==> src/design/assert_macros.svh <==
// Assertion macros shared by the list controller and datapath.
// Each macro expands to one labeled concurrent assertion that is disabled during reset.
`ifndef ASSERT_MACROS_SVH
`define ASSERT_MACROS_SVH

// Property prop must hold at every rising clock edge outside reset.
`define ASSERT_PROP(lbl, clk, rstn, prop, msg) \
  lbl: assert property (@(posedge clk) disable iff (!(rstn)) (prop)) else $error(msg);

// Condition cond must never be true outside reset.
`define ASSERT_NEVER(lbl, clk, rstn, cond, msg) \
  `ASSERT_PROP(lbl, clk, rstn, !(cond), msg)

`endif

==> src/design/sal_pkg.sv <==
// Package for the shift array list: request and status codes, job classes,
// controller states and the command and status structs. It depends on nothing.
package sal_pkg;

  localparam int unsigned REQ_W  = 3;
  localparam int unsigned POS_W  = 9;
  localparam int unsigned DATA_W = 32;
  localparam int unsigned CNT_W  = 9;
  localparam int unsigned STAT_W = 2;

  typedef enum logic [REQ_W-1:0] {
    REQ_APPEND = 3'd0,
    REQ_POP    = 3'd1,
    REQ_INSERT = 3'd2,
    REQ_ERASE  = 3'd3,
    REQ_READ   = 3'd4,
    REQ_WRITE  = 3'd5
  } req_e;

  typedef enum logic [STAT_W-1:0] {
    STAT_OK     = 2'd0,
    STAT_FULL   = 2'd1,
    STAT_EMPTY  = 2'd2,
    STAT_BADPOS = 2'd3
  } status_e;

  // What remains to be done for a request once it has been accepted.
  typedef enum logic [1:0] {
    JOB_DONE   = 2'd0,
    JOB_READ   = 2'd1,
    JOB_INSERT = 2'd2,
    JOB_ERASE  = 2'd3
  } job_e;

  typedef enum logic [1:0] {
    S_IDLE   = 2'd0,
    S_SHIFT  = 2'd1,
    S_FINISH = 2'd2,
    S_RESP   = 2'd3
  } state_e;

  // Commands from the controller to the datapath.
  typedef struct packed {
    logic capture;
    logic shift;
    logic finish;
    logic load_out;
  } cmd_t;

  // Status from the datapath to the controller.
  typedef struct packed {
    job_e acc_job;
    job_e cur_job;
    logic shift_more;
    logic out_free;
  } stat_t;

endpackage

==> src/design/sal_ctrl.sv <==
// Controller of the shift array list: sequences accept, shift, final write and response.
// Depends on sal_pkg and assert_macros.svh.
`include "assert_macros.svh"

module sal_ctrl (
  input  logic           clk_i,
  input  logic           rst_ni,
  input  logic           in_valid_i,
  output logic           in_ready_o,
  input  sal_pkg::stat_t stat_i,
  output sal_pkg::cmd_t  cmd_o
);

  import sal_pkg::*;

  state_e state_q, state_d;

  // State register.
  always_ff @(posedge clk_i or negedge rst_ni) begin
    if (!rst_ni) begin
      state_q <= S_IDLE;
    end else begin
      state_q <= state_d;
    end
  end

  // Next state and commands.
  always_comb begin
    state_d    = state_q;
    cmd_o      = '0;
    in_ready_o = 1'b0;
    unique case (state_q)
      S_IDLE: begin
        in_ready_o = 1'b1;
        if (in_valid_i) begin
          cmd_o.capture = 1'b1;
          if (stat_i.acc_job == JOB_INSERT || stat_i.acc_job == JOB_ERASE) begin
            state_d = S_SHIFT;
          end else begin
            state_d = S_RESP;
          end
        end
      end
      S_SHIFT: begin
        cmd_o.shift = 1'b1;
        // The last pending move is written in the cycle that sees no more reads.
        if (!stat_i.shift_more) begin
          state_d = (stat_i.cur_job == JOB_INSERT) ? S_FINISH : S_RESP;
        end
      end
      S_FINISH: begin
        cmd_o.finish = 1'b1;
        state_d      = S_RESP;
      end
      S_RESP: begin
        if (stat_i.out_free) begin
          cmd_o.load_out = 1'b1;
          state_d        = S_IDLE;
        end
      end
      default: begin
        state_d = S_IDLE;
      end
    endcase
  end

  // An accepted insert or erase always goes on to the shift phase.
  `ASSERT_PROP(a_shift_follows_accept, clk_i, rst_ni,
               (cmd_o.capture && (stat_i.acc_job == JOB_INSERT ||
                stat_i.acc_job == JOB_ERASE)) |=> (state_q == S_SHIFT),
               "insert or erase did not enter the shift phase")

endmodule

==> config.mk <==
export PLATFORM = sky130hd
export DESIGN_NAME = sal_ctrl
export DESIGN_NICKNAME = d
export VERILOG_FILES = /design/src/design/sal_pkg.sv /design/src/design/sal_ctrl.sv
export VERILOG_INCLUDE_DIRS = /design/src /design/src/design
export SDC_FILE = /design/constraint.sdc
export NUM_CORES = 1
export LEC_CHECK = 0
export ABC_AREA = 0
export BUFFER_PORTS_ARGS = -buffer_cell sky130_fd_sc_hd__clkbuf_2
export CORE_AREA = 2 2 39 41
export DETAILED_ROUTE_END_ITERATION = 10
export DIE_AREA = 0 0 41 43
export PLACE_DENSITY = 0.42
export SLEW_MARGIN = 20
export SYNTH_ARGS = -nofsm -noshare
export SYNTH_HDL_FRONTEND = slang
export SYNTH_SLANG_ARGS = --single-unit
==> constraint.sdc <==
create_clock -name clk_i -period 1.5 [get_ports clk_i]
set_input_delay 0.3 -clock clk_i [delete_from_list [all_inputs] [get_ports clk_i]]
set_output_delay 0.3 -clock clk_i [all_outputs]
set_load 0.02 [all_outputs]
==> metrics <==
status finished clean; Area Growth Syn to Fin 82.0%; CP Class reg2out; max_cap viols 0; final wirelength 522 microns; number of I/O pins 14; Worst Setup End Kind primary output; startpoint class of the critical path register; critical-path maximum fanout 7; final hold vios 0; total power about 0.00079 W; Overall Global Routing Usage 0.0643; Clk pin slew, worst setup/hold paths 0.03 ns; global-route wire length before repair 786 microns; wire per inst roughly 8.7 microns; register area share after synthesis 0.233; Gate Count Post-Synth 25; CTS tree yes; Top reg by flops state_q; final setup vio count 0; most common cell in the netlist ha_1; P per Cell Area 2020 mW/mm^2; first-pass iteration count of the detailed router 2; Antenna Cells 0; FF+latch count, synth 2; Worst Hold Margin 0.410 ns; Syn Nets 38; die width 41 microns; f_max between 600 and 700 MHz; total number of clock tree sinks 2; EDFF count, synth 0; largest net degree at the start of global routing 8; setup ws final 0.0464 ns; Max Buffers Root-to-Sink 2; worst skew pair latency 0.22 ns; Post-route DRC 0; Num CTS Buffers 3; largest cells by area after synthesis dfrtp_1 (23%), ha_1 (23%), a31oi_1 (5.8%), nand2b_1 (5.8%), nor3b_2 (5.8%); max reg flops 2; DRT iter0 DRCs 3; layout cells sized above 1 0.545; clock root cell clkbuf_4; final core occ 0.283; core area between 0.001 and 0.0015 sq mm; Rel. slew slack 0.900; GRT overflow 0; P_leak 0.190 nW; routed vias/inst 4.00; Largest regs state_q: 2 flops; area leader, netlist dfrtp_1; final instance area ~400 sq um; Die Y 43 microns; asr flop ratio synth 1.00; HP Class in2async; FP Rows 14; Mapped Area 215 sq um; Least-Margin Pin Slew 0.148 ns; WP data required around 1.2 ns; Final Max Slew Viols 0; most frequent cells after synthesis ha_1 (4), inv_1 (3); Final #Nets 59; Detail Route Antenna Nets 0; routability cong. 0.689; Area after DPL 310 sq um; RSZ-0062 raised after global routing false; initial antenna violation count 0; Port-buffer cells 12; fin crit share 0.969; via count 240; post-synth top area share 0.233; syn avg cell area 8.61 sq um; H-tree depth 1; main flop type after synthesis dfrtp_1; distinct cell type count of the synthesized netlist 16; pre-CTS setup slack 0.165 ns; worst vdd ir 0.444 mV; clock skew between 0.001 and 0.0015 ns; Crit path arrival time 1.15 ns; Yosys warning total 0; vias in the first global route 213; Final min period 1.45 ns; die area 0.00176 sq mm; Initial Utilization 0.156; DP HPWL 388 microns
-- cell families after synthesis --
family | count (synthesis) | share of synthesized area
AO/OA/AOI/OAI | 6 | 0.169
buffers and inverters | 3 | 0.0523
AND/OR/NAND/NOR | 10 | 0.314
flip-flops | 2 | 0.233
adder cells (fa/ha/maj) | 4 | 0.233
-- final timing paths --
path / start / endpoint / slack [ns] / cells past startpoint
min reg2reg: state_q[1] / state_q[1] / 0.70 / 3
min: rst_ni / state_q[0] / 0.41 / 2
max in group asynchronous: rst_ni / state_q[1] / 0.99 / 2
min in group clk_i: stat_i[5] / state_q[1] / 0.42 / 4
max: state_q[0] / cmd_o[3] / 0.05 / 4
max reg2reg: state_q[0] / state_q[0] / 0.22 / 5
-- layout by cell type (no fill, tap or decap) --
cell	instances
clkbuf_2	10
clkbuf_4	3
inv_1	2
nand2b_1	2
a21oi_1	2
a31oi_1	2
ha_4	2
ha_1	2
buf_4	2
dfrtp_1	2
inv_2	1
and2_4	1
and2_2	1
or2_1	1
nand2_1	1
nor2b_1	1
and2b_1	1
o2111ai_1	1
nor3b_2	1
nand3_1	1
o21ai_0	1
dlygate4sd3_1	1
buf_2	1
buf_8	1
buf_6	1
-- routing by layer --
layer	wire length (microns)	part of all wire	GRT usage	vias up
met3	32	0.061	0.0314	0
met2	247	0.47	0.100	10
met4	0	0	0.0200	0
met5	0	0	0	-
met1	242	0.46	0.0740	104
li1	-	-	-	126
-- layout make-up --
type | count | area (sq um)
fillers | 150 | 992
flip-flops and latches | 2 | 50.0
inverters | 3 | 11.3
well taps | 16 | 20.0
multi-input cells | 20 | 181
clock buffers | 3 | 22.5
repair buffers | 16 | 106
-- critical path, cell delays in order (launching register included) --
cell     delay (ns)
dfrtp_1        0.37
inv_2          0.07
ha_4           0.18
and2_2         0.16
buf_2          0.15
-- metrics by stage --
step                std cells  setup TNS [ns]
finish                     60               0
global route               60               0
CTS                        60        -0.00622
detailed placement         55               0
global placement           55               0
floorplan                  25               0
-- power breakdown --
| part | internal, W | switching (W) |
|---|---|---|
| clock network | 0.0000879 | 0.0000265 |
| logic | 0.000281 | 0.000288 |
| registers | 0.0000856 | 0.0000216 |
| total | 0.000454 | 0.000336 |
-- repair_timing --
action,CTS,global route
resized for setup,8,3
pin swaps,0,0
hold buffers,1,0
buffers inserted,1,0
endpoints found under the hold margin,2,0
setup endpoints to repair,2,2
cloned,0,0
Note: power is estimated with default switching activity, not from simulation.
